`config.mk`:
```
export PLATFORM = sky130hd
export DESIGN_NAME = time_slot_selector_core
export DESIGN_NICKNAME = d
export VERILOG_FILES = /design/src/hdl/tss_pkg.sv /design/src/hdl/tss_ram.sv /design/src/hdl/tss_ctrl.sv /design/src/hdl/time_slot_selector_core.sv
export SDC_FILE = /design/constraint.sdc
export NUM_CORES = 1
export LEC_CHECK = 0
export BUFFER_PORTS_ARGS = -buffer_cell sky130_fd_sc_hd__buf_4
export CAP_MARGIN = 5
export CORE_ASPECT_RATIO = 1.5
export CORE_MARGIN = 4
export CORE_UTILIZATION = 35
export DETAILED_ROUTE_END_ITERATION = 8
export PLACE_DENSITY_LB_ADDON = 0.3
export SLEW_MARGIN = 20
export SYNTH_ARGS = -nofsm -noshare
export SYNTH_HDL_FRONTEND = slang
export SYNTH_SLANG_ARGS = --single-unit
```
`constraint.sdc`:
```
create_clock -name clock -period 4.7 [get_ports clock]
set_clock_uncertainty 0.15 [all_clocks]
set_input_delay 0.235 -clock clock [delete_from_list [all_inputs] [get_ports clock]]
set_output_delay 0.235 -clock clock [all_outputs]
set_load 0.02 [all_outputs]
```
`src/hdl/tss_pkg.sv`:
```
`default_nettype none

package tss_pkg;

   // Field widths fixed by the interface
   localparam int IDX_W  = 4;
   localparam int TIME_W = 16;

   // Stored time that marks an empty slot
   localparam logic [TIME_W-1:0] EMPTY_TIME = 16'hFFFF;

   // Item kinds carried on req_tuser
   localparam logic ACT_WRITE = 1'b0;
   localparam logic ACT_TIME  = 1'b1;

   // run_mode codes
   localparam logic MODE_BEST = 1'b0;
   localparam logic MODE_SEQ  = 1'b1;

   // Table access from the sequencer
   typedef struct packed {
      logic              wr_en;
      logic [IDX_W-1:0]  wr_addr;
      logic [TIME_W-1:0] wr_data;
      logic [IDX_W-1:0]  rd_addr;
   } mem_req_type;

   // Finished selection offered to the output register
   typedef struct packed {
      logic             vld;
      logic [IDX_W-1:0] slot;
   } result_type;

endpackage

`default_nettype wire

```
`src/hdl/tss_ram.sv`:
```
`default_nettype none

module tss_ram #(
   parameter int WIDTH = 16,
   parameter int DEPTH = 10
) (
   input  wire logic                     clock,
   input  wire logic                     wr_en,
   input  wire logic [$clog2(DEPTH)-1:0] wr_addr,
   input  wire logic [WIDTH-1:0]         wr_data,
   input  wire logic [$clog2(DEPTH)-1:0] rd_addr,
   output logic      [WIDTH-1:0]         rd_data
);

   logic [WIDTH-1:0] mem [DEPTH];

   // Write port and registered read port
   always_ff @(posedge clock) begin
      if (wr_en) begin
         mem[wr_addr] <= wr_data;
      end
      rd_data <= mem[rd_addr];
   end

endmodule

`default_nettype wire

```
`src/hdl/tss_ctrl.sv`:
```
`default_nettype none

module tss_ctrl
   import tss_pkg::*;
#(
   parameter int SLOT_COUNT = 10
) (
   input  wire logic              clock,
   input  wire logic              reset,
   input  wire logic              req_tvalid,
   output logic                   req_tready,
   input  wire logic              action,
   input  wire logic [IDX_W-1:0]  slot_number,
   input  wire logic [TIME_W-1:0] slot_time,
   input  wire logic [TIME_W-1:0] now_time,
   input  wire logic              run_mode,
   input  wire logic [TIME_W-1:0] rd_time,
   output mem_req_type            mem_req,
   output result_type             result,
   input  wire logic              res_taken
);

   localparam logic [2:0] ST_IDLE = 3'd0;
   localparam logic [2:0] ST_SCAN = 3'd1;
   localparam logic [2:0] ST_LAST = 3'd2;
   localparam logic [2:0] ST_FIN  = 3'd3;
   localparam logic [2:0] ST_SEQA = 3'd4;
   localparam logic [2:0] ST_SEQB = 3'd5;
   localparam logic [2:0] ST_DONE = 3'd6;

   localparam logic [IDX_W-1:0] TAIL_SLOT = IDX_W'(SLOT_COUNT - 1);

   logic [2:0]        state_ff, state_in;
   logic              first_ff, first_in;
   logic [IDX_W-1:0]  chosen_ff, chosen_in;
   logic [TIME_W-1:0] now_ff, now_in;
   logic [IDX_W-1:0]  idx_ff, idx_in;
   logic [IDX_W-1:0]  lag_idx_ff, lag_idx_in;
   logic              lag_vld_ff, lag_vld_in;
   logic [IDX_W-1:0]  nxt_ff, nxt_in;
   logic              skip_ff, skip_in;
   logic              found_ff, found_in;
   logic [TIME_W-1:0] diff_ff, diff_in;
   logic [IDX_W-1:0]  pick_ff, pick_in;
   logic              any_ff, any_in;
   logic [TIME_W-1:0] top_ff, top_in;
   logic [IDX_W-1:0]  top_pick_ff, top_pick_in;

   logic              accept;
   logic              slot_ok;
   logic              rd_empty;
   logic [TIME_W-1:0] rd_diff;
   logic              upd_en;
   logic [IDX_W-1:0]  chosen_next;
   logic [IDX_W-1:0]  nxt_next;

   assign req_tready = (state_ff == ST_IDLE);
   assign accept     = req_tvalid && req_tready;
   assign slot_ok    = ({1'b0, slot_number} < (IDX_W + 1)'(SLOT_COUNT));

   // Write transfers to a slot in range go straight into the table
   always_comb begin
      mem_req.wr_en   = accept && (action == ACT_WRITE) && slot_ok;
      mem_req.wr_addr = slot_number;
      mem_req.wr_data = slot_time;
      mem_req.rd_addr = (state_ff == ST_SEQA) ? nxt_ff : idx_ff;
   end

   assign result.vld  = (state_ff == ST_DONE);
   assign result.slot = chosen_ff;

   assign rd_empty    = (rd_time == EMPTY_TIME);
   assign rd_diff     = now_ff - rd_time;
   assign upd_en      = ((state_ff == ST_SCAN) || (state_ff == ST_LAST)) && lag_vld_ff;
   assign chosen_next = (chosen_ff == TAIL_SLOT) ? '0 : chosen_ff + 1'b1;
   assign nxt_next    = (nxt_ff == TAIL_SLOT) ? '0 : nxt_ff + 1'b1;

   // Sequencer
   always_comb begin
      state_in    = state_ff;
      first_in    = first_ff;
      chosen_in   = chosen_ff;
      now_in      = now_ff;
      idx_in      = idx_ff;
      lag_idx_in  = lag_idx_ff;
      lag_vld_in  = lag_vld_ff;
      nxt_in      = nxt_ff;
      skip_in     = skip_ff;
      found_in    = found_ff;
      diff_in     = diff_ff;
      pick_in     = pick_ff;
      any_in      = any_ff;
      top_in      = top_ff;
      top_pick_in = top_pick_ff;

      // Fold the slot read last cycle into both running selections
      if (upd_en && !rd_empty) begin
         if ((rd_time <= now_ff) && (!found_ff || (rd_diff < diff_ff))) begin
            found_in = 1'b1;
            diff_in  = rd_diff;
            pick_in  = lag_idx_ff;
         end
         if (!any_ff || (rd_time > top_ff)) begin
            any_in      = 1'b1;
            top_in      = rd_time;
            top_pick_in = lag_idx_ff;
         end
      end

      unique case (state_ff)
         ST_IDLE: begin
            if (accept && (action == ACT_TIME)) begin
               now_in     = now_time;
               idx_in     = '0;
               lag_vld_in = 1'b0;
               found_in   = 1'b0;
               any_in     = 1'b0;
               skip_in    = 1'b0;
               nxt_in     = chosen_next;
               if (first_ff || (run_mode == MODE_BEST)) begin
                  state_in = ST_SCAN;
               end else begin
                  state_in = ST_SEQA;
               end
            end
         end
         ST_SCAN: begin
            lag_idx_in = idx_ff;
            lag_vld_in = 1'b1;
            if (idx_ff == TAIL_SLOT) begin
               state_in = ST_LAST;
            end else begin
               idx_in = idx_ff + 1'b1;
            end
         end
         ST_LAST: begin
            state_in = ST_FIN;
         end
         ST_FIN: begin
            first_in = 1'b0;
            if (found_ff) begin
               chosen_in = pick_ff;
            end else if (any_ff) begin
               chosen_in = top_pick_ff;
            end else begin
               chosen_in = '0;
            end
            state_in = ST_DONE;
         end
         ST_SEQA: begin
            state_in = ST_SEQB;
         end
         ST_SEQB: begin
            // Skip one empty slot, then advance only on an exact time match
            if (rd_empty && !skip_ff) begin
               skip_in  = 1'b1;
               nxt_in   = nxt_next;
               state_in = ST_SEQA;
            end else begin
               if (now_ff == rd_time) begin
                  chosen_in = nxt_ff;
               end
               state_in = ST_DONE;
            end
         end
         ST_DONE: begin
            if (res_taken) begin
               state_in = ST_IDLE;
            end
         end
         default: begin
            state_in = ST_IDLE;
         end
      endcase
   end

   always_ff @(posedge clock) begin
      if (reset) begin
         state_ff  <= ST_IDLE;
         first_ff  <= 1'b1;
         chosen_ff <= '0;
      end else begin
         state_ff  <= state_in;
         first_ff  <= first_in;
         chosen_ff <= chosen_in;
      end
      now_ff      <= now_in;
      idx_ff      <= idx_in;
      lag_idx_ff  <= lag_idx_in;
      lag_vld_ff  <= lag_vld_in;
      nxt_ff      <= nxt_in;
      skip_ff     <= skip_in;
      found_ff    <= found_in;
      diff_ff     <= diff_in;
      pick_ff     <= pick_in;
      any_ff      <= any_in;
      top_ff      <= top_in;
      top_pick_ff <= top_pick_in;
   end

endmodule

`default_nettype wire

```
`src/hdl/time_slot_selector_core.sv`:
```
`default_nettype none

// Write item: gives no result; next item may follow at once.
// Time item, best match (first item after reset or run_mode 0): one table read per
// slot through the single read port.
// Time item, sequential mode: reads the next slot, and the one after it when that slot is empty.
// The result register holds an answer while the next item is taken.
// Synchronous reset empties every slot, selects slot 0 and arms the first-item search.

module time_slot_selector_core
   import tss_pkg::*;
#(
   parameter int SLOT_COUNT = 10
) (
   input  wire logic        clock,
   input  wire logic        reset,
   // req_tdata: slot_number[3:0], slot_time[19:4], now_time[35:20], zero pad
   input  wire logic        req_tvalid,
   output logic             req_tready,
   input  wire logic [39:0] req_tdata,
   // req_tuser: action[0]
   input  wire logic        req_tuser,
   // rsp_tdata: active_slot[3:0], zero pad
   output logic             rsp_tvalid,
   input  wire logic        rsp_tready,
   output logic      [7:0]  rsp_tdata,
   input  wire logic        csr_valid,
   output logic             csr_ready,
   input  wire logic        csr_wdata
);

   localparam int AW = $clog2(SLOT_COUNT);

   logic [SLOT_COUNT-1:0] valid_ff, valid_in;
   logic                  rd_vld_ff;
   logic                  run_mode_ff;
   logic                  rsp_vld_ff;
   logic [IDX_W-1:0]      rsp_slot_ff;
   logic [TIME_W-1:0]     ram_q;
   logic [TIME_W-1:0]     rd_time;
   logic                  res_taken;
   mem_req_type           mem_req;
   result_type            result;

   assign csr_ready  = 1'b1;
   assign rsp_tvalid = rsp_vld_ff;
   assign rsp_tdata  = {4'b0000, rsp_slot_ff};

   // Load the result register when it is empty or draining this cycle
   assign res_taken = result.vld && (!rsp_vld_ff || rsp_tready);

   // Slots never written read as empty
   assign rd_time = rd_vld_ff ? ram_q : EMPTY_TIME;

   always_comb begin
      valid_in = valid_ff;
      if (mem_req.wr_en) begin
         valid_in[mem_req.wr_addr[AW-1:0]] = 1'b1;
      end
   end

   tss_ram #(
      .WIDTH (TIME_W),
      .DEPTH (SLOT_COUNT)
   ) u_table (
      .clock   (clock),
      .wr_en   (mem_req.wr_en),
      .wr_addr (mem_req.wr_addr[AW-1:0]),
      .wr_data (mem_req.wr_data),
      .rd_addr (mem_req.rd_addr[AW-1:0]),
      .rd_data (ram_q)
   );

   tss_ctrl #(
      .SLOT_COUNT (SLOT_COUNT)
   ) u_ctrl (
      .clock        (clock),
      .reset        (reset),
      .req_tvalid   (req_tvalid),
      .req_tready   (req_tready),
      .action       (req_tuser),
      .slot_number  (req_tdata[3:0]),
      .slot_time    (req_tdata[19:4]),
      .now_time     (req_tdata[35:20]),
      .run_mode     (run_mode_ff),
      .rd_time      (rd_time),
      .mem_req      (mem_req),
      .result       (result),
      .res_taken    (res_taken)
   );

   // Hold valid bits, run mode and the result register
   always_ff @(posedge clock) begin
      if (reset) begin
         valid_ff    <= '0;
         run_mode_ff <= MODE_BEST;
         rsp_vld_ff  <= 1'b0;
      end else begin
         valid_ff <= valid_in;
         if (csr_valid && csr_ready) begin
            run_mode_ff <= csr_wdata;
         end
         if (res_taken) begin
            rsp_vld_ff <= 1'b1;
         end else if (rsp_tready) begin
            rsp_vld_ff <= 1'b0;
         end
      end
      rd_vld_ff <= valid_ff[mem_req.rd_addr[AW-1:0]];
      if (res_taken) begin
         rsp_slot_ff <= result.slot;
      end
   end

endmodule

`default_nettype wire

```
# Yosys cells after proc, flatten, opt, wreduce, memory -nomap -nowiden
# Memory sizes are Yosys's and may differ from the RTL's. A register that Yosys moved wholly into a read port is not among the register bits.
# Cells that the tools add are included.
# word_totals
wordCells	127
mem_count	1
out_inout_bits	11
mem_bits_rw	160
romBits	0
latchBits	0
inputBits	47
ff_bits	97
# mem_list
name	words	width	rd	rd_clocked_by_memory_dff	wr	line	text
u_table.mem	10	16	1	1	1	tss_ram.sv:15	logic [WIDTH-1:0] mem [DEPTH];
# op_classes
mux	41
multipliers	0
shift	0
n_bitwise	3
n_addsub	4
n_eq_ne	18
n_reduce_logical	33
order_cmp	7
n_div	0
# op_table
op	count
$mux 4	11
$pmux 4 s2	3
$pmux 3 s7	1
$eq 16x16->1	1
$eq 16x16->1 const B	1
$gt 16x16->1	1
$le 16x16->1	1
$lt 16x16->1	1
$mux 1	16
$mux 16	1
$sub 16x16->16	1
$add 4x1->4 const B	3
$eq 4x4->1 const B	3
$mux 3	4
$reduce_and 3->1	4
$logic_and 1x1->1	10
$lt 4x5->1 const B	2
$ne 2x2->1 const B	5
$or 10x10->10	1
$eq 3x3->1 const B	3
$reduce_and 2->1	4
$reduce_bool 2->1	4
$eq 3x2->1 const B	2
$logic_not 1->1	5
other kinds (11)	18

# Depth between registers and ports, before layout
# depth
ltp_word	9
depth_mapped	19
depth_no_buf	17

# Hierarchy
# Synthesis repeated with hierarchy kept, for this count alone.
# hier_totals
cells_unflattened	893
hier_area_um2	12283.0
# by_module_without_submodules
module	n_inst	seq_area_each_um2	cells_per_inst	area_per_inst_um2
tss_ram	1	5124.9	358	6712.7
tss_ctrl	1	2302.2	452	4785.8
time_slot_selector_core	1	380.4	83	784.5

# Worst setup path after synthesis
# Ideal clock, no wire load.
# synth_timing
path_type	register to register
start	reg rd_vld_ff
end	reg u_ctrl.diff_ff[0] (enable)
setup_time_ns	0.378
t_arrival_ns	4.394
t_required_ns	4.172
synth_period_minus_slack_ns	4.922
stages_incl_launch_ff	17
n_path_buf	3
setup_slack_ns	-0.222
path_cell_list	dfxtp_1 clkbuf_1 buf_2 clkbuf_1 nand2b_1 inv_1 ha_1 a21o_1 o41ai_1 or3b_2 o21a_1 o311ai_1 ha_1 a21oi_1 o21ai_0 a22oi_1 and3_1
# synth_via
elab_chain_len	6
word_cells_on_any_way	10
cone_classes	add/sub (1); order compare (2); eq/ne (1); mux (1); reduce/logical (5)
# synth_rtl
item	line	text
from (decl)	time_slot_selector_core.sv:35	logic rd_vld_ff;
from (signal assigned)	time_slot_selector_core.sv:109	rd_vld_ff <= valid_ff[mem_req.rd_addr[AW-1:0]];
$mux 16	time_slot_selector_core.sv:53	assign rd_time = rd_vld_ff ? ram_q : EMPTY_TIME;
named net rd_time[10]	time_slot_selector_core.sv:40	logic [TIME_W-1:0] rd_time;
$sub 16x16->16	tss_ctrl.sv:73	assign rd_diff = now_ff - rd_time;
named net u_ctrl.rd_diff[15]	tss_ctrl.sv:52	logic [TIME_W-1:0] rd_diff;
$lt 16x16->1	tss_ctrl.sv:98	if ((rd_time <= now_ff) && (!found_ff || (rd_diff < diff_ff))) begin
$logic_or 1x1->1	tss_ctrl.sv:98	
$logic_and 1x1->1	tss_ctrl.sv:98	
$reduce_and 2->1 (no source line)	n/a	
to (signal assigned)	tss_ctrl.sv:194	diff_ff <= diff_in;
to (decl)	tss_ctrl.sv:43	logic [TIME_W-1:0] diff_ff, diff_in;
# The timed path passes the listed nets, and every way through them passes these cells.
# A chain may end at the register's enable or synchronous reset.

# Worst setup path in the final report
# layout_timing
start	reg rd_vld_ff
end	reg u_ctrl.pick_ff[3] (enable)
# layout_via
elab_chain_len	6
word_cells_on_any_way	10
cone_classes	add/sub (1); order compare (2); eq/ne (1); mux (1); reduce/logical (5)
# layout_rtl
item	line	text
$mux 16	time_slot_selector_core.sv:53	
named net rd_time[10]	time_slot_selector_core.sv:40	
$sub 16x16->16	tss_ctrl.sv:73	
named net u_ctrl.rd_diff[15]	tss_ctrl.sv:52	
$lt 16x16->1	tss_ctrl.sv:98	
$logic_or 1x1->1	tss_ctrl.sv:98	
$logic_and 1x1->1	tss_ctrl.sv:98	
$reduce_and 2->1 (no source line)	n/a	
to (signal assigned)	tss_ctrl.sv:195	pick_ff <= pick_in;
to (decl)	tss_ctrl.sv:44	logic [IDX_W-1:0] pick_ff, pick_in;
# The timed path passes the listed nets, and every way through them passes these cells.

==> qor.csv <==
metric,value,unit
maximum VDD drop,0.2315,mV
Final setup viols,0,
Final Wtd Congestion,0.8323,
FP Rows,83,
fin crit period,4392,ps
"FFs w/ async S/R, synth",0,
syn_area_per_cell,14.11,sq um
Switching Fraction,0.2374,
Initial DRC Count,302,
iteration count of the initial detailed-routing pass,4,
Hold Fails Final Rpt,0,
outcome,"finished, final reports clean",
fin. max-slew vios,0,
Yosys top cell area share,0.5700,
met2 WL post-DR,14310,um
synth unique cells,70,
Clock Sinks,273,
sequential cell area fraction in the yosys report,0.6333,
Worst Path Required,4800,ps
Main synth FF type,edfxtp_1,
Seq pwr share,0.493,
nets@finish,1069,
Final period util,0.9345,
CTS H-tree lvls,1,
most frequent cells after synthesis,"edfxtp_1, inv_1, nor2_1, a21oi_1, ha_1",
synthesis-to-finish area growth,18.80,%
Clock Tree Root,clkbuf_16,
post-layout util,0.4248,
die outline width,161.2,um
Slew HR,0.2675,
HPWL Detailed,17570,um
internal power,4.279,mW
"area leader, netlist",edfxtp_1,
M1 wire length,9622,um
Antenna Nets Post-Route,0,
CTS Buffer Depth,3,
register area,7809,sq um
pwr dens,383.2,nW/um^2
max layer used,met4,
Area contributors post-synth,"edfxtp_1, dfxtp_1, ha_1",
NetSw,1.332,mW
Die Height,237.9,um
clock share of power,0.398,
I/O pin cnt,58,
critical path class,flop to flop,
clk_lat worst skew,550,ps
total routed wirelength,25600,um
slew at the pin with the worst max-slew slack,1076,ps
top-count cell post-synth,edfxtp_1,
FMAX,227.7,MHz
Max Cap Viol,0,
initial antenna violation count,0,
met3 routed WL,855,um
die area,38350,sq um
"EDFF count, synth",234,
GRT Overall Usage,0.1336,
wire per inst,17.44,um
Syn. warnings,0,
total number of vias,7166,
total CTS buffers,27,
mapped cell area,12330,sq um
vias in the first global route,7403,
fillers,3242,
Worst Path Max Fanout,12,
GR Overflow Total,0,
unrepaired setup endpoints after global routing,no,
Hold/Removal Path Class,primary input to flop,
share of cells above drive strength 1,0.1588,
CP Launch Type,flop,
crit path DAT,4490,ps
vias per cell,4.881,
CP endpoint kind,flop,
I/O Buffers,48,
setup TNS,0,ps
n_diodes,0,
"Reg clk slew, reported paths",70,ps
initial core utilization,0.3576,
Lkg Pwr,5.435,nW
Comb power frac,0.109,
Yosys reg bits,273,
Syn Inst Count,874,
largest net degree at the start of global routing,36,
first-pass GRT wire length,40540,um
DRC violations left,0,
Core ar.,34480,sq um
area of the multi-input gates,4108,sq um
CTS tree,done,
==> cell families (layout without fill, tap and decap cells) <==
logic type               Yosys count  in the layout  share of synthesized area
buffers and inverters             99            223                    0.04039
adder cells (fa/ha/maj)           44             44                    0.04425
AND/OR/NAND/NOR                  207            207                    0.08789
XOR/XNOR                          24             24                    0.01705
AO/OA/AOI/OAI                    161            161                    0.08607
other                              2              5                  0.0006092
flip-flops                       273            273                     0.6333
multiplexers                      64             64                    0.09043
==> worst max-delay path, cell delays in order, from the launching register on <==
cell and delay, ps:
dfxtp_2 470, nand2b_1 150, inv_1 90, ha_1 290, a21o_1 280, o41ai_1 450, or3b_2 500, o21a_1 180
o311ai_1 400, ha_1 320, nand4_1 120, o21ai_0 110, a22oi_1 200, and3_4 250, buf_12 140
==> final timing paths <==
kind / cells past startpoint / slack [ps] / end / startpoint
worst max-delay path: 14 / 310 / u_ctrl.pick_ff[3] / rd_vld_ff
worst min-delay path: 3 / 30 / u_table.mem[7][12] / req_tdata[0]
worst max register to register: 14 / 310 / u_ctrl.pick_ff[3] / rd_vld_ff
worst min register to register: 0 / 310 / u_ctrl.pick_ff[1] / u_ctrl.lag_idx_ff[1]
==> flip-flops by register name, indices dropped and copies added, names as in the netlist, 3 cells and up <==
| signal | flops |
|---|---|
| u_ctrl.top_ff | 16 |
| u_ctrl.lag_idx_ff | 4 |
| u_ctrl.diff_ff | 16 |
| u_ctrl.chosen_ff | 4 |
| valid_ff | 10 |
| u_table.rd_data | 16 |
| u_table.mem | 160 |
| u_ctrl.pick_ff | 4 |
| u_ctrl.state_ff | 3 |
| rsp_slot_ff | 4 |
| u_ctrl.now_ff | 16 |
| u_ctrl.nxt_ff | 4 |
| u_ctrl.top_pick_ff | 4 |
| u_ctrl.idx_ff | 4 |
==> final cells by class <==
type                    count  share of cell area
repair buffers            113             0.06783
multi-input cells         505              0.2805
flip-flops and latches    273              0.5332
well taps                 467             0.03990
clock buffers              28             0.04639
clock inverters            22             0.01683
inverters                  60             0.01538
==> per-layer routing <==
metal | up-vias | track usage
met2 | 120 | 0.2641
met1 | 3487 | 0.1421
met3 | 46 | 0.01884
met5 | - | 0
met4 | 0 | 0.04966
li1 | 3513 | -
==> cell usage in the layout, fill, tap and decap left out, drive strengths merged, types with 4 or more instances in the layout <==
cell,n
nand4,11
a21oi,51
inv,65
a22oi,5
a31oi,8
edfxtp,234
o21ai,23
nor2,59
nor2b,21
clkbuf,28
dfxtp,39
a21o,14
and2b,11
conb,5
nor3,10
bufinv,4
xnor2,18
buf,75
a31o,5
a211oi,23
xor2,6
nand3,8
o41ai,6
mux4,33
mux2i,30
dlygate4sd3,38
nand2b,29
nand2,38
clkinv,12
nor4,4
ha,42
==> repair_timing <==
| action | 4_1_cts | 5_1_grt |
|---|---|---|
| endpoints found under the setup margin | 0 | 20 |
| hold buffers | 38 | 0 |
| buffers inserted | 0 | 0 |
| hold endpoints to repair | 196 | 0 |
| resized for setup | 0 | 1 |
==> power groups by stage <==
stage / Clock (mW) / Sequential (mW) / Combinational (mW)
3_5_place_dp: 0 / 2.82 / 0.599
4_1_cts: 2.29 / 2.77 / 0.626
5_1_grt: 2.40 / 2.77 / 0.684
2_1_floorplan: 0 / 2.78 / 0.447
3_3_place_gp: 0 / 2.82 / 0.592
6_report: 2.23 / 2.77 / 0.614
==> stage by stage <==
step | hold WS [ps] | cells | area (sq um) | worst slack, ps | power (mW)
after floorplan | 183.9 | 877 | 12340 | 81.22 | 3.227
after global placement | 264.4 | 1380 | 13340 | 199.4 | 3.411
after detailed placement | 264.6 | 1380 | 13340 | 139.1 | 3.420
after CTS | 2.150 | 1468 | 14640 | 121.2 | 5.688
after global routing | 20.72 | 1468 | 14650 | 23.98 | 5.855
final | 29.61 | 1468 | 14650 | 308.0 | 5.612
No activity file was read; power rests on OpenSTA's default activity.
